## config.mk

```make
export PLATFORM = sky130hd
export DESIGN_NAME = gdce_stick_lane
export DESIGN_NICKNAME = d
export VERILOG_FILES = /design/src/rtl/core/gdce_pkg.sv /design/src/rtl/core/gdce_stick_lane.sv
export SDC_FILE = /design/constraint.sdc
export NUM_CORES = 2
export LEC_CHECK = 0
export BUFFER_PORTS_ARGS = -buffer_cell sky130_fd_sc_hd__buf_2
export CAP_MARGIN = 30
export CELL_PAD_IN_SITES_DETAIL_PLACEMENT = 0
export CELL_PAD_IN_SITES_GLOBAL_PLACEMENT = 2
export CORE_AREA = 3 3 367 550
export DETAILED_ROUTE_END_ITERATION = 8
export DIE_AREA = 0 0 370 553
export MAX_ROUTING_LAYER = met4
export PLACE_DENSITY_LB_ADDON = 0.1
export SLEW_MARGIN = 30
export SYNTH_ARGS = -nofsm -noshare
export SYNTH_HDL_FRONTEND = slang
export SYNTH_SLANG_ARGS = --single-unit
```

## constraint.sdc

```tcl
create_clock -name clk_i -period 11 [get_ports clk_i]
set_input_delay 0 -clock clk_i [delete_from_list [all_inputs] [get_ports clk_i]]
set_output_delay 0 -clock clk_i [all_outputs]
set_load 0.005 [all_outputs]
```

## src/rtl/core/gdce_pkg.sv

```systemverilog
// Shared types, constants and helpers for the gamepad dead zone event block.
`timescale 1ns / 1ps
package gdce_pkg;

  localparam int SLOT_COUNT = 4;
  localparam int SLOT_W     = (SLOT_COUNT > 1) ? $clog2(SLOT_COUNT) : 1;
  localparam int NUM_AXES   = 6;
  localparam int NUM_BTNS   = 14;
  localparam int NUM_EVTS   = NUM_AXES + NUM_BTNS;

  localparam logic [14:0] FULL_SCALE  = 15'd32767;
  localparam logic [7:0]  TRIG_FULL   = 8'd255;
  localparam logic [23:0] MAG_CLIP    = 24'(32767 * 256);
  localparam logic [15:0] TWICE_FULL  = 16'(2 * 32767);

  localparam logic [14:0] LDZ_RESET = 15'd7849;
  localparam logic [14:0] RDZ_RESET = 15'd8689;
  localparam logic [7:0]  TH_RESET  = 8'd30;

  // register indexes on the config port
  localparam logic [1:0] REG_LEFT_DZ  = 2'd0;
  localparam logic [1:0] REG_RIGHT_DZ = 2'd1;
  localparam logic [1:0] REG_TRIG_TH  = 2'd2;

  localparam logic KIND_AXIS   = 1'b0;
  localparam logic KIND_BUTTON = 1'b1;

  typedef struct packed {
    logic        done;
    logic [15:0] x;
    logic [15:0] y;
  } stick_res_t;

  typedef struct packed {
    logic        done;
    logic [15:0] val;
  } trig_res_t;

  typedef struct packed {
    logic [1:0]  slot;
    logic        kind;
    logic [3:0]  code;
    logic [15:0] value;
    logic        last;
  } event_t;

  // button code -> bit in the raw word (bits 10 and 11 are unmapped)
  function automatic logic [3:0] btn_bit(input logic [3:0] code);
    logic [3:0] b;
    b = (code < 4'd10) ? code : 4'(code + 4'd2);
    return b;
  endfunction

endpackage

```

## src/rtl/core/gdce_stick_lane.sv

```systemverilog
// One thumbstick lane: radial dead zone via bit-serial root and two dividers.
`timescale 1ns / 1ps
module gdce_stick_lane (
  input  logic                 clk_i,
  input  logic                 rst_ni,
  input  logic                 start_i,
  input  logic signed [15:0]   x_i,
  input  logic signed [15:0]   y_i,
  input  logic [14:0]          dz_i,
  output gdce_pkg::stick_res_t res_o
);
  import gdce_pkg::*;

  typedef enum logic [3:0] {
    S_IDLE, S_SQX, S_SQY, S_ROOT, S_MUL1, S_MUL2, S_NUM, S_DIV
  } state_e;

  state_e      state_q;
  logic        done_q;
  logic [4:0]  cnt_q;
  logic        sx_q, sy_q;
  logic [15:0] ax_q, ay_q;
  logic [14:0] dz_q;
  logic [31:0] sum_q;
  logic [47:0] rad_q;
  logic [27:0] rem_q;
  logic [23:0] root_q;
  logic [23:0] diff_q;
  logic [38:0] den_q;
  logic [39:0] px_q, py_q;
  logic [39:0] dv_q;
  logic [39:0] rx_q, ry_q;
  logic [15:0] nlx_q, nly_q;
  logic [15:0] qx_q, qy_q;

  logic [27:0] rem_sh, trial;
  logic [23:0] mag_c, dz_s;
  logic [56:0] num_x, num_y;
  logic [40:0] shx, shy;
  logic        gex, gey;

  always_comb begin
    rem_sh = {rem_q[25:0], rad_q[47:46]};
    trial  = {2'b00, root_q, 2'b01};
    mag_c  = (root_q > MAG_CLIP) ? MAG_CLIP : root_q;
    dz_s   = {1'b0, dz_q, 8'h00};
    // 2*32767*p + den = (p << 16) - (p << 1) + den
    num_x  = 57'({px_q, 16'h0000}) - 57'({px_q, 1'b0}) + 57'(den_q);
    num_y  = 57'({py_q, 16'h0000}) - 57'({py_q, 1'b0}) + 57'(den_q);
    shx    = {rx_q, nlx_q[15]};
    shy    = {ry_q, nly_q[15]};
    gex    = shx >= {1'b0, dv_q};
    gey    = shy >= {1'b0, dv_q};
  end

  always_ff @(posedge clk_i or negedge rst_ni) begin
    if (!rst_ni) begin
      state_q <= S_IDLE;
      done_q  <= 1'b0;
      cnt_q   <= '0;
    end else begin
      unique case (state_q)
        S_IDLE: begin
          if (start_i) begin
            done_q  <= 1'b0;
            sx_q    <= x_i[15];
            sy_q    <= y_i[15];
            ax_q    <= x_i[15] ? 16'(-x_i) : 16'(x_i);
            ay_q    <= y_i[15] ? 16'(-y_i) : 16'(y_i);
            dz_q    <= dz_i;
            state_q <= S_SQX;
          end
        end
        S_SQX: begin
          sum_q   <= ax_q * ax_q;
          state_q <= S_SQY;
        end
        S_SQY: begin
          rad_q   <= {32'(sum_q + ay_q * ay_q), 16'h0000};
          rem_q   <= '0;
          root_q  <= '0;
          cnt_q   <= 5'd23;
          state_q <= S_ROOT;
        end
        S_ROOT: begin
          rad_q <= {rad_q[45:0], 2'b00};
          if (rem_sh >= trial) begin
            rem_q  <= rem_sh - trial;
            root_q <= {root_q[22:0], 1'b1};
          end else begin
            rem_q  <= rem_sh;
            root_q <= {root_q[22:0], 1'b0};
          end
          if (cnt_q == 5'd0) state_q <= S_MUL1;
          cnt_q <= cnt_q - 5'd1;
        end
        S_MUL1: begin
          diff_q <= mag_c - dz_s;
          den_q  <= root_q * (FULL_SCALE - dz_q);
          if (mag_c <= dz_s) begin
            qx_q    <= '0;
            qy_q    <= '0;
            done_q  <= 1'b1;
            state_q <= S_IDLE;
          end else begin
            state_q <= S_MUL2;
          end
        end
        S_MUL2: begin
          px_q    <= ax_q * diff_q;
          py_q    <= ay_q * diff_q;
          dv_q    <= {den_q, 1'b0};
          state_q <= S_NUM;
        end
        S_NUM: begin
          // quotient fits 16 bits, so the upper part is already below the divisor
          rx_q    <= num_x[55:16];
          ry_q    <= num_y[55:16];
          nlx_q   <= num_x[15:0];
          nly_q   <= num_y[15:0];
          qx_q    <= '0;
          qy_q    <= '0;
          cnt_q   <= 5'd15;
          state_q <= S_DIV;
        end
        S_DIV: begin
          rx_q  <= gex ? 40'(shx - {1'b0, dv_q}) : shx[39:0];
          ry_q  <= gey ? 40'(shy - {1'b0, dv_q}) : shy[39:0];
          nlx_q <= {nlx_q[14:0], 1'b0};
          nly_q <= {nly_q[14:0], 1'b0};
          qx_q  <= {qx_q[14:0], gex};
          qy_q  <= {qy_q[14:0], gey};
          if (cnt_q == 5'd0) begin
            done_q  <= 1'b1;
            state_q <= S_IDLE;
          end
          cnt_q <= cnt_q - 5'd1;
        end
        default: state_q <= S_IDLE;
      endcase
    end
  end

  assign res_o.done = done_q;
  assign res_o.x    = sx_q ? 16'(-qx_q) : qx_q;
  assign res_o.y    = sy_q ? 16'(-qy_q) : qy_q;

endmodule

```

After elaboration in Yosys (flattened, before gate mapping) --
Cells that the tools add are included.
Word-level totals: output and inout bits 33, input bits 50, bits in registers 515, word-level logic and storage cells 107
Operators by class: add/subtract/negate cells 15, $lt $le $gt $ge 5, multiply operators 5, reductions and logical operators 17, muxes and demuxes 29, eq/ne operators 11
Operators with widths (number):
- $pmux W40 S2 | 2
- $add A56 B39 Y56 | 2
- $sub A56 B41 Y56 | 2
- $pmux W16 S3 | 2
- $pmux W48 S2 | 1
- $ge A41 B40 Y1 | 2
- $mul A16 B24 Y40 | 2
- $mux W40 | 2
- $sub A40 B40 Y40 | 2
- $mul A16 B16 Y32 | 2
- $neg A16 Y16 | 4
- $pmux W16 S2 | 2
- $pmux W26 S2 | 1
- $mux W16 | 3
- $pmux W24 S2 | 1
- $mul A25 B16 Y39 | 1
- $add A32 B32 Y32 | 1
- $pmux W4 S8 | 1
- $mux W15 | 2
- $ge A28 B26 Y1 | 1
- $mux W26 | 1
- $sub A26 B26 Y26 | 1
- $gt A24 B23 Y1 const B | 1
- $le A24 B23 Y1 | 1
- 21 further kinds | 42

Logic depth before layout (Yosys ltp) --
depth in word-level cells 5, gate-level depth with buffers 28, depth with buffers taken out 26

Least setup slack after synthesis --
No wires, ideal clock.
path type reg-to-reg, start reg state_q[1], end reg dv_q[10], enable pin, library setup time 743 ps, stages on the path, launching flop included 4, setup slack 1332 ps, period minus slack after synthesis 9668 ps, buffers on the path 2, required time 10257 ps, data arrival time 8925 ps, path through dfrtp_1 -> clkbuf_1 -> buf_1 -> nor3_1
On the way: longest elaborated chain between the ends 2
Ends and longest elaborated chain:
- from (decl) | line gdce_stick_lane.sv:18 | state_e state_q;
- from (signal assigned) | line gdce_stick_lane.sv:58 | state_q <= S_IDLE;
- from (signal assigned) | line gdce_stick_lane.sv:71 | state_q <= S_SQX;
- from (signal assigned) | line gdce_stick_lane.sv:76 | state_q <= S_SQY;
- $eq A4 B3 Y1 | line gdce_stick_lane.sv:62 | unique case (state_q)
- $reduce_and A2 Y1 (no line)
- to (signal assigned) | line gdce_stick_lane.sv:112 | dv_q <= {den_q, 1'b0};
- to (decl) | line gdce_stick_lane.sv:31 | logic [39:0] dv_q;
Every way passes these cells. A chain may end at the register's enable or synchronous reset.

Worst setup path after layout --
start reg dz_q[1], end reg den_q[33], data pin
On the way: longest elaborated chain between the ends 2
Ends and longest elaborated chain:
- from (decl) | line gdce_stick_lane.sv:23 | logic [14:0] dz_q;
- from (signal assigned) | line gdce_stick_lane.sv:70 | dz_q <= dz_i;
- $sub A15 B15 Y16 | line gdce_stick_lane.sv:99 | den_q <= root_q * (FULL_SCALE - dz_q);
- $mul A25 B16 Y39 | line gdce_stick_lane.sv:99
- to (signal assigned) | line gdce_stick_lane.sv:99
- to (decl) | line gdce_stick_lane.sv:29 | logic [38:0] den_q;
Every way passes these cells.

==> out/metrics.cfg <==
[status]
status = finished clean

[logic_synthesis]
synth_top_cells_by_count = inv_1 (1,990), fa_1 (1,307), nand2_1 (1,082), ha_1 (812), nor2_1 (505)
synth_edf_count = 487
synthSimpleGateAreaFrac = 0.140
synthAdderAreaFrac = 0.429
ys_top_cells_by_area = fa_1 (31%), edfxtp_1 (17%), ha_1 (12%)
ys_seq_area_frac = 0.175
syn-cell-area_sq_um = 84700
ys_warn_count = 0
synth_top_cell_area_share = 0.309
syn-num-nets = 11500
synth_xor_area_frac = 0.0435
synth_top_family_by_area = adder cells
synth_most_common_cell = inv_1
syn_area_per_cell_sq_um = 9.07
synth.largest_area_cell = fa_1
synth_mux_area_frac = 0.00613
yosys_most_used_dff = edfxtp_1
ys_seq_elements = 496
synth_cells = 9344
async_reset_ff_frac = 0.0181
synth.distinct_cells = 97
synth_compound_area_frac = 0.100

[pwr]
p_sw_mw = 14.5
comb_power_share = 0.782
seqPwrFrac = 0.135
p_total_mw = 28.0
p_per_area_nw_per_um2 = 308
max-vdd-ir-drop_uv = 765
swShare = 0.519
leakage_nw = 44.2
internal-power_mw = 13.4
p_clk_frac = 0.084

[sta]
finalMaxSlewViolations = 0
fin_crit_sh = 0.721
fmax_ghz = 0.126
period_needed_ns = 7.93
rsz0062_at_grt = no
fin_setup_tns_ns = 0
tightest_slew_ns = 0.993
relSlewSlack = 0.338
skew_ns = 0.0434
timing.hold.ws_ns = 0.0763
setup_violations = 0
hold_violations = 0

[worst_setup_path]
arrival_ns = 8.35
crit_slowest_cell = inv_1
rr_startpoint = dz_q[1]
cp-start-kind = flop
reg2regPathDepth = 24
criticalPathCategory = reg -> reg
crit_family = adder cells
timing.rr.end = den_q[33]
reg2reg_slack_ns = 3.07
crit_fanout = 15
worst-path-buf-inv = 6
cp-end-kind = flop
cpPeakStageDelay_ns = 0.68
worst_ep_required_time_ns = 11.42
crit_chain = inv_1 > nand2_1 > fa_1 > inv_1 > fa_1 > inv_1 > fa_1 > inv_1 > fa_1 > fa_1 > inv_1 > fa_1 > inv_1 > ha_1 > a21o_1 > a21oi_1 > nand2_1 > a211oi_1 > o31ai_1 > a21oi_1 > o31ai_1 > o41ai_2 > o21ai_0 > xor2_1

[grt]
grt_max_degree = 88
gr-total-overflow = 0
antenna_found_initial = 9
grt_usage = 0.282
grt_pass1_wl_mm = 422
grt_pass1_vias = 68700

[worst_hold_path]
holdCritStartpoint = dz_i[9]
min_to = dz_q[9]
holdPathStages = 2
hold_path_class = in -> reg

[detailed_routing]
wl_mm = 275
antenna_left = 0
avgViaCountPerCell = 5.26
drc = 0
wl_per_cell_um = 23.0
vias = 62900
initialDrtViolationCount = 3160
dr.pass1.iters = 6

[clock_tree]
clk_pin_slew_ns = 0.06
htreeDepth = 3
clk_latency_ns = 0.70
cts_root_buf = clkbuf_16
cts.path.max_buffers = 3
cts_num_sinks = 496
cts_tree = done
cts_resized = 0
cts_inserted_buffers = 66

[floorplan]
fp-row-count = 200
pin_count = 83
coreArea_sq_um = 198000
fp.dieArea_sq_um = 205000
fp.dieH_um = 553
start_util = 0.429
die_w_um = 370

[finish]
fin_nets = 11400
fin_util = 0.459
seqCellArea_sq_um = 14800
n_fill_cell = 19700
multi_input_area_sq_um = 60900
area_delta_synth_final_pct = 7.00
stdcell_count = 12000
drive_above_1_share = 0.0356

[placed_design]
gp_congestion = 0.988
port-buffer-count = 82
placedCellCount = 11800
hpwl_mm = 219

[run]
maxCapViolCount = 0

## cells in the final DEF, fill, tap and decap left out, types with 65 or more instances in the layout
cell           count
nand3_1           88
buf_2             82
a21oi_1          406
nor3_1            65
ha_1             812
a21o_1           216
and2_1           449
buf_4             88
edfxtp_1         487
xor2_1           141
nand2_1         1081
fa_1            1307
dlygate4sd3_1     77
nand2b_1          74
clkbuf_16         66
o21ai_0          267
inv_1           1990
xnor2_1          280
nor2b_1           68
nor2_1           504
## worst max path at each step
| stage | from | depth (start not counted) | to | slack [ns] |
|---|---|---|---|---|
| 2_1_floorplan | state_q[1] | 3 | dv_q[10] | 1.33 |
| 3_3_place_gp | dz_q[1] | 22 | den_q[34] | 3.06 |
| 3_5_place_dp | dz_q[1] | 22 | den_q[34] | 2.99 |
| 4_1_cts | dz_q[1] | 22 | den_q[34] | 3.03 |
| 5_1_grt | root_q[7] | 21 | den_q[34] | 2.62 |
| 6_report | dz_q[1] | 24 | den_q[33] | 3.07 |
## through the flow
step	cell area (sq um)	setup WS [ns]
after floorplan	84700	1.33
after global placement	87600	3.06
after detailed placement	87600	2.99
after CTS	90600	3.03
after global routing	90700	2.62
final	90700	3.07
## metal layers
metal / vias up / share of wire / GRT usage
li1: 29300 / - / -
met1: 31900 / 0.38 / 0.314
met2: 1277 / 0.52 / 0.504
met3: 453 / 0.031 / 0.0231
met4: 0 / 0.064 / 0.142
met5: - / 0 / -
## power groups by stage
stage                     Clock [mW]  Sequential (mW)  Combinational (mW)
after floorplan                    0             3.63                15.3
after global placement             0             3.79                21.8
after detailed placement           0             3.79                21.9
after CTS                       2.42             3.76                22.0
after global routing            2.48             3.80                24.6
final                           2.34             3.76                21.9
## registers in the layout, summed over array words and instances (netlist names), 24 cells and up
name    count
px_q       40
dv_q       39
root_q     24
rad_q      32
ry_q       40
den_q      39
diff_q     24
sum_q      31
py_q       40
rx_q       40
rem_q      26
## final cells by class
type,instances,area share
inverter,2000,0.0828
tap,2626,0.0362
sequential,496,0.164
clock buffer,74,0.0185
clock inverter,45,0.00603
multi-input combinational,6461,0.672
timing repair buffer,249,0.0206
antenna,5,0.000138
## cell families after synthesis
family / after synthesis
AOI/OAI and AO/OA: 1330
xor gates and xnor gates: 421
adders and majority gates: 2119
buffers and inverters: 2387
DFF: 496
muxes: 51
other: 1
and+or+nand+nor: 2539
## what timing repair did
action / 4_1_cts / 5_1_grt
buffers inserted: 0 / 0
hold buffers: 77 / 0
endpoints found under the hold margin: 83 / 0
Note: power is estimated with default switching activity, not from simulation.
