**config.mk**
```make
export PLATFORM = sky130hd
export DESIGN_NAME = gdce_trig_lane
export DESIGN_NICKNAME = d
export VERILOG_FILES = /design/src/rtl/core/gdce_pkg.sv /design/src/rtl/core/gdce_trig_lane.sv
export SDC_FILE = /design/constraint.sdc
export NUM_CORES = 1
export LEC_CHECK = 0
export BUFFER_PORTS_ARGS = -buffer_cell sky130_fd_sc_hd__buf_4
export CAP_MARGIN = 10
export CORE_UTILIZATION = 60
export CTS_BUF_LIST = sky130_fd_sc_hd__clkbuf_16
export DETAILED_ROUTE_END_ITERATION = 6
export PLACE_DENSITY = 0.9
export RECOVER_POWER = 25
export SLEW_MARGIN = 10
export SYNTH_ARGS = -nofsm -noshare
export SYNTH_HDL_FRONTEND = slang
export SYNTH_SLANG_ARGS = --single-unit
```
**constraint.sdc**
```tcl
create_clock -name clk_i -period 12.4 [get_ports clk_i]
set_input_delay 2.48 -clock clk_i [delete_from_list [all_inputs] [get_ports clk_i]]
set_output_delay 2.48 -clock clk_i [all_outputs]
set_load 0.005 [all_outputs]
```
**src/rtl/core/gdce_pkg.sv**
```systemverilog
// Shared types, constants and helpers for the gamepad dead zone event block.
`timescale 1ns / 1ps
package gdce_pkg;

  localparam int SLOT_COUNT = 4;
  localparam int SLOT_W     = (SLOT_COUNT > 1) ? $clog2(SLOT_COUNT) : 1;
  localparam int NUM_AXES   = 6;
  localparam int NUM_BTNS   = 14;
  localparam int NUM_EVTS   = NUM_AXES + NUM_BTNS;

  localparam logic [14:0] FULL_SCALE  = 15'd32767;
  localparam logic [7:0]  TRIG_FULL   = 8'd255;
  localparam logic [23:0] MAG_CLIP    = 24'(32767 * 256);
  localparam logic [15:0] TWICE_FULL  = 16'(2 * 32767);

  localparam logic [14:0] LDZ_RESET = 15'd7849;
  localparam logic [14:0] RDZ_RESET = 15'd8689;
  localparam logic [7:0]  TH_RESET  = 8'd30;

  // register indexes on the config port
  localparam logic [1:0] REG_LEFT_DZ  = 2'd0;
  localparam logic [1:0] REG_RIGHT_DZ = 2'd1;
  localparam logic [1:0] REG_TRIG_TH  = 2'd2;

  localparam logic KIND_AXIS   = 1'b0;
  localparam logic KIND_BUTTON = 1'b1;

  typedef struct packed {
    logic        done;
    logic [15:0] x;
    logic [15:0] y;
  } stick_res_t;

  typedef struct packed {
    logic        done;
    logic [15:0] val;
  } trig_res_t;

  typedef struct packed {
    logic [1:0]  slot;
    logic        kind;
    logic [3:0]  code;
    logic [15:0] value;
    logic        last;
  } event_t;

  // button code -> bit in the raw word (bits 10 and 11 are unmapped)
  function automatic logic [3:0] btn_bit(input logic [3:0] code);
    logic [3:0] b;
    b = (code < 4'd10) ? code : 4'(code + 4'd2);
    return b;
  endfunction

endpackage

```
**src/rtl/core/gdce_trig_lane.sv**
```systemverilog
// One trigger lane: threshold and rounded rescale through a serial divider.
`timescale 1ns / 1ps
module gdce_trig_lane (
  input  logic                clk_i,
  input  logic                rst_ni,
  input  logic                start_i,
  input  logic [7:0]          t_i,
  input  logic [7:0]          th_i,
  output gdce_pkg::trig_res_t res_o
);
  import gdce_pkg::*;

  typedef enum logic [1:0] {T_IDLE, T_NUM, T_DIV} state_e;

  state_e      state_q;
  logic        done_q;
  logic [3:0]  cnt_q;
  logic [7:0]  t_q, th_q;
  logic [8:0]  dv_q;
  logic [8:0]  r_q;
  logic [15:0] nl_q;
  logic [15:0] q_q;

  logic [7:0]  dif, den;
  logic [23:0] num;
  logic [9:0]  sh;
  logic        ge;

  always_comb begin
    dif = t_q - th_q;
    den = TRIG_FULL - th_q;
    num = 24'(dif * TWICE_FULL) + 24'(den);
    sh  = {r_q, nl_q[15]};
    ge  = sh >= {1'b0, dv_q};
  end

  always_ff @(posedge clk_i or negedge rst_ni) begin
    if (!rst_ni) begin
      state_q <= T_IDLE;
      done_q  <= 1'b0;
      cnt_q   <= '0;
    end else begin
      unique case (state_q)
        T_IDLE: begin
          if (start_i) begin
            done_q  <= 1'b0;
            t_q     <= t_i;
            th_q    <= th_i;
            state_q <= T_NUM;
          end
        end
        T_NUM: begin
          q_q <= '0;
          if (t_q <= th_q) begin
            done_q  <= 1'b1;
            state_q <= T_IDLE;
          end else begin
            dv_q    <= {den, 1'b0};
            r_q     <= {1'b0, num[23:16]};
            nl_q    <= num[15:0];
            cnt_q   <= 4'd15;
            state_q <= T_DIV;
          end
        end
        T_DIV: begin
          r_q  <= ge ? 9'(sh - {1'b0, dv_q}) : sh[8:0];
          nl_q <= {nl_q[14:0], 1'b0};
          q_q  <= {q_q[14:0], ge};
          if (cnt_q == 4'd0) begin
            done_q  <= 1'b1;
            state_q <= T_IDLE;
          end
          cnt_q <= cnt_q - 4'd1;
        end
        default: state_q <= T_IDLE;
      endcase
    end
  end

  assign res_o.done = done_q;
  assign res_o.val  = q_q;

endmodule

```
* After elaboration in Yosys (flattened, before gate mapping)
Cells that the tools add are included.
Word-level totals: register bits 72, input bits 19, output and inout bits 17, word-level logic and storage cells 51
Cells by class: $add $sub $neg 5, multipliers 1, order comparisons 2, equal/unequal tests 6, mux-type cells 16, bitwise logic cells 1, reductions and logical operators 11
Operator list (number):
- case mux 16 bit (2 select lines) | 2
- adder 24 x 8 -> 24 bit | 1
- multiplier 8 x 15 -> 23 bit, second input constant | 1
- 2-to-1 mux 9 bit | 2
- case mux 9 bit (2 select lines) | 1
- 2-to-1 mux 16 bit | 1
- >= comparator 10 x 9 -> 1 bit | 1
- AND reduction 3 bit | 3
- subtractor 9 bit | 1
- <= comparator 8 bit | 1
- != test 2 bit, second input constant | 4
- case mux 4 bit (2 select lines) | 1
- subtractor 8 bit | 1
- subtractor 8 bit, first input constant | 1
- 2-to-1 mux 2 bit | 3
- case mux 2 bit (3 select lines) | 1
- AND reduction 2 bit | 3
- logical NOT 4 bit | 1
- 2-to-1 mux 4 bit | 1
- AND reduction 4 bit | 1
- subtractor 4 x 1 -> 4 bit, second input constant | 1
- 2-to-1 mux 1 bit | 3
- case mux 1 bit (3 select lines) | 1
- nonzero test 3 bit | 1
- other kinds (5) | 5

* Longest topological paths before layout
depth in word-level cells 5, mapped depth 27

* Worst setup path after synthesis
OpenSTA, ideal clock, no wires.
path kind reg-to-reg, from register t_q[1], to register r_q[7], data pin, setup time 0.258 ns, arrival 6.451 ns, data required time 12.142 ns, path slack 5.690 ns, stages on the path, launching flop included 25, path buffers 0, period minus slack after synthesis 6.710 ns, cell sequence edfxtp_1 ha_1 nor2b_1 o31a_1 o21ai_0 nand2b_1 a21o_1 a21oi_1 xor2_1 fa_1 fa_1 ha_1 xnor2_1 fa_1 inv_1 ha_1 a21oi_1 o21bai_4 mux2_4 a31oi_1 o311ai_1 or4_1 nor3_2 xnor2_1 a21oi_1
On the way: longest elaborated chain between the ends 5
Ends and longest elaborated chain:
- start, declared | line gdce_trig_lane.sv:18 | logic [7:0] t_q, th_q;
- start signal, assigned | line gdce_trig_lane.sv:47 | t_q <= t_i;
- subtractor 8 bit | line gdce_trig_lane.sv:30 | dif = t_q - th_q;
- multiplier 8 x 15 -> 23 bit | line gdce_trig_lane.sv:32 | num = 24'(dif * TWICE_FULL) + 24'(den);
- adder 24 x 8 -> 24 bit | line gdce_trig_lane.sv:32
- 2-to-1 mux 9 bit | line gdce_trig_lane.sv:54 | if (t_q <= th_q) begin
- case mux 9 bit (2 select lines) | line gdce_trig_lane.sv:43 | unique case (state_q)
- end signal, assigned | line gdce_trig_lane.sv:59 | r_q <= {1'b0, num[23:16]};
- end signal, assigned | line gdce_trig_lane.sv:66 | r_q <= ge ? 9'(sh - {1'b0, dv_q}) : sh[8:0];
- end, declared | line gdce_trig_lane.sv:20 | logic [8:0] r_q;
Every way passes these cells. The select of a mux whose other input is x is not followed. A chain may end at the register's enable or synchronous reset.

* Worst setup path after layout
from register th_q[1], to register r_q[7], data pin
RTL lines:
- start, declared | line gdce_trig_lane.sv:18
- start signal, assigned | line gdce_trig_lane.sv:48 | th_q <= th_i;
- subtractor 8 bit | line gdce_trig_lane.sv:31 | den = TRIG_FULL - th_q;
- via den[1] | line gdce_trig_lane.sv:24 | logic [7:0] dif, den;
- adder 24 x 8 -> 24 bit | line gdce_trig_lane.sv:32
- 2-to-1 mux 9 bit | line gdce_trig_lane.sv:54
- case mux 9 bit (2 select lines) | line gdce_trig_lane.sv:43
The timed path passes the listed nets, and every way through them passes these cells. The select of a mux whose other input is x is not followed.

==> out/qor.log <==
INFO  setup_path     reg2regPathDepth=23
INFO  routing        detail_route.first_pass.iterations=5
INFO  synth          yosys.cell_types.count=59
INFO  sta            max-slew-margin-rel=-0.288
INFO  sta            timing.final.crit_period=7400ps
INFO  die            initial_core_util=0.632
INFO  setup_path     path_cells=inv_1 > ha_1 > nor2b_1 > o31a_1 > o21ai_0 > nand2b_1 > a21o_1 > a21oi_1 > xor2_1 > fa_1 > fa_1 > fa_1 > fa_1 > ha_1 > a21oi_1 > o211a_1 > o21ai_0 > a31oi_1 > xor2_1 > or4_1 > nor3_2 > xnor2_1 > a21oi_1
INFO  setup_path     critPathKind=register to register
INFO  synth          synth_top_cell_area_share=0.328
INFO  synth          netlist_area=0.00595mm²
INFO  clock_network  cts-hold-fix-buffers=0
INFO  sta            timing.final.setup_violations=0
INFO  synth          most_area_consuming_cells_after_synthesis=sky130_fd_sc_hd__edfxtp_1 33%, sky130_fd_sc_hd__ha_1 15%, sky130_fd_sc_hd__fa_1 9.1%
INFO  setup_path     timing.critical_path.fanout_max=9
INFO  clock_network  cts_htree_levels=3
INFO  synth          synth_seq_area_share=0.357
INFO  clock_network  postCtsSetupBuffers=0
INFO  clock_network  clock_pin_slew_on_the_worst_setup_and_hold_paths=60ps
INFO  synth          synth-async-reset-ratio=0.0972
INFO  sta            worst_clock_skew=8.48ps
INFO  routing        routed_wirelength=12.5mm
INFO  die            die-area=0.0103mm²
INFO  clock_network  cts-resized-gates=0
INFO  clock_network  cts-buffers-inserted=9
INFO  die            floorplan.die.width=102µm
INFO  global_routing antenna_found_initial=0
INFO  routing        vias=4,350
INFO  setup_path     capturing_element_type_of_the_critical_path=register
INFO  synth          synth_seq_cells=72
INFO  clock_network  cts_max_path_buffers=2
INFO  routing        routed_wire_length_per_instance=16.8µm
INFO  setup_path     critPathSlowestCell=sky130_fd_sc_hd__fa_1
INFO  routing        post-route-drc-count=0
INFO  synth          synthesis.yosys.warnings=0
INFO  synth          post_synth_inst_count=571
INFO  layout         n_antenna_cell=0
INFO  run_status     failed_checks=max-capacitance violations, max-slew violations
INFO  sta            final_hold_violation_count=0
INFO  setup_path     timing.critical_path.required=12,470ps
INFO  clock_network  clkSinkCount=72
INFO  layout         final_net_count=723
INFO  global_routing grtUsageTotal=0.257
INFO  clock_network  clock_root_buffer=sky130_fd_sc_hd__clkbuf_16
INFO  sta            maxClockFrequency=0.135GHz
INFO  setup_path     worstSetupStartpointType=register
INFO  clock_network  worstSkewPairLatency=340ps
INFO  die            chipHeight=102µm
INFO  setup_path     critical_path_arrival=7480ps
INFO  run_status     status=complete, but fails checks
INFO  die            rows=35
INFO  sta            rsz_0062_raised_after_global_routing=no
INFO  routing        ant_nets=0
INFO  sta            timing.setup.tns=0ps
INFO  setup_path     cp_slowest_stage_delay=700ps
INFO  routing        first_iter_violations=281
INFO  worst_hold_path min_path_cells=1
INFO  routing        post_drt_via_cell_ratio=5.87
INFO  synth          edff_count_synth=65
INFO  synth          synth.avg_cell_area=10.4µm²
INFO  layout         syn_to_final_growth=11.7%
INFO  placed_design  gpl.final_weighted_congestion=0.923
INFO  layout         drive_gt1_frac=0.105
INFO  synth          synth-main-ff-cell=sky130_fd_sc_hd__edfxtp_1
INFO  sta            ratio_of_final_minimum_period_to_clock_period=0.597
INFO  sta            finalMaxSlewViolations=64
INFO  global_routing grt_remaining_overflow=0
INFO  die            floorplan.core_area=0.00942mm²
INFO  placed_design  port_buffers=35
INFO  setup_path     crit_path_frequent_cell=sky130_fd_sc_hd__fa_1
INFO  clock_network  tritoncts_clock_tree=yes
INFO  worst_hold_path worstHoldPathType=register to register
INFO  placed_design  dpl.hpwl=8.95mm
INFO  global_routing grt_first_pass_wirelength=20.3mm
INFO  synth          synth.largest_area_cell=sky130_fd_sc_hd__edfxtp_1
INFO  run            drv_cap=1
INFO  synth          synth.net_count=687
INFO  global_routing grt_start_max_net_pins=64
INFO  die            io-pin-count=36
INFO  sta            transition_time_at_the_pin_with_the_least_slew_margin=1930ps
INFO  global_routing first_global_vias=4,382
-- cell usage in the layout, fill, tap and decap left out, types with 6 or more instances in the layout --
cell,n
sky130_fd_sc_hd__nor2b_1,12
sky130_fd_sc_hd__fa_1,27
sky130_fd_sc_hd__and2_1,9
sky130_fd_sc_hd__ha_1,70
sky130_fd_sc_hd__edfxtp_1,65
sky130_fd_sc_hd__a21o_1,21
sky130_fd_sc_hd__buf_4,27
sky130_fd_sc_hd__clkbuf_16,9
sky130_fd_sc_hd__nand2b_1,6
sky130_fd_sc_hd__dfrtp_1,7
sky130_fd_sc_hd__xor2_1,23
sky130_fd_sc_hd__a21oi_1,23
sky130_fd_sc_hd__xnor2_1,24
sky130_fd_sc_hd__nor2_1,28
sky130_fd_sc_hd__a31oi_1,6
sky130_fd_sc_hd__o21a_1,9
sky130_fd_sc_hd__o211ai_1,6
sky130_fd_sc_hd__o21ai_1,9
sky130_fd_sc_hd__inv_1,76
sky130_fd_sc_hd__and2_0,10
sky130_fd_sc_hd__clkbuf_4,7
sky130_fd_sc_hd__nand2_1,26
sky130_fd_sc_hd__nor3_1,6
sky130_fd_sc_hd__nand3_1,6
sky130_fd_sc_hd__o21ai_0,29
-- synthesized netlist by cell type, types with 9 or more instances --
| master | count |
|---|---|
| sky130_fd_sc_hd__a21oi_1 | 23 |
| sky130_fd_sc_hd__fa_1 | 27 |
| sky130_fd_sc_hd__nor2b_1 | 12 |
| sky130_fd_sc_hd__xor2_1 | 23 |
| sky130_fd_sc_hd__and2_1 | 19 |
| sky130_fd_sc_hd__clkbuf_1 | 9 |
| sky130_fd_sc_hd__o21ai_1 | 9 |
| sky130_fd_sc_hd__nor2_1 | 28 |
| sky130_fd_sc_hd__o21a_1 | 9 |
| sky130_fd_sc_hd__ha_1 | 70 |
| sky130_fd_sc_hd__inv_1 | 75 |
| sky130_fd_sc_hd__nand2_1 | 26 |
| sky130_fd_sc_hd__xnor2_1 | 24 |
| sky130_fd_sc_hd__o21ai_0 | 29 |
| sky130_fd_sc_hd__a21o_1 | 21 |
| sky130_fd_sc_hd__edfxtp_1 | 65 |
-- per-stage QoR --
stage	cells	hold WS [ps]	area, µm²	setup WS [ps]	util
final	741	511	6650	5000	0.707
after detailed placement	724	499	6340	5180	0.673
after global placement	724	492	6340	5300	0.673
after global routing	741	536	6650	4530	0.707
after CTS	740	512	6630	5080	0.704
after floorplan	571	481	5950	5690	-
-- critical path, delay by kind of cell, from the launching register on --
family,cells,cell delay [ps]
flops,1,350
simple gates,4,1060
fa+ha+maj,6,3000
xor+xnor,3,720
compound gates,9,1850
buf+inv,1,150
-- final timing paths --
check,startpoint,end,slack (ps)
setup / recovery,th_q[1]$_DFFE_PP_,r_q[7]$_DFFE_PP_,5000
hold / removal,done_q$_DFFE_PN0P_,done_q$_DFFE_PN0P_,510
setup reg to reg,th_q[1]$_DFFE_PP_,r_q[7]$_DFFE_PP_,5000
hold reg to reg,done_q$_DFFE_PN0P_,done_q$_DFFE_PN0P_,510
max in group asynchronous,rst_ni,cnt_q[2]$_DFFE_PN0P_,9970
min in group asynchronous,rst_ni,state_q[0]$_DFFE_PN0P_,2080
-- final cells by class --
type                    count  area [µm²]
multi-input cells         412        3500
inverters                  76         285
clock buffers               9         225
well taps                 129         161
repair buffers             36         287
flip-flops and latches     72        2130
clock inverters             7        71.3
fillers                   644        2760
-- registers in the layout (all words and copies together), names as in the netlist --
register,flops
t_q,8
state_q,2
nl_q,16
dv_q,8
done_q,1
cnt_q,4
q_q,16
r_q,9
th_q,8
-- cell families after synthesis --
logic type	share of synthesized area
flops	0.357
mux	0.0185
fa+ha+maj	0.238
simple gates	0.113
compound gates	0.146
buf+inv	0.0555
xor+xnor	0.0719
-- layer usage --
layer	vias to the layer above	share of wire	routed length (µm)	global-route usage
met5	-	0	0	0
met4	0	0.024	298	0.0825
met3	33	0.046	576	0.0442
met2	143	0.51	6390	0.473
met1	2089	0.42	5210	0.305
li1	2085	-	-	-
Power is left out: the tool's default activity adds up to more than one toggle a clock period on the data nets, which glitch-free logic cannot reach.
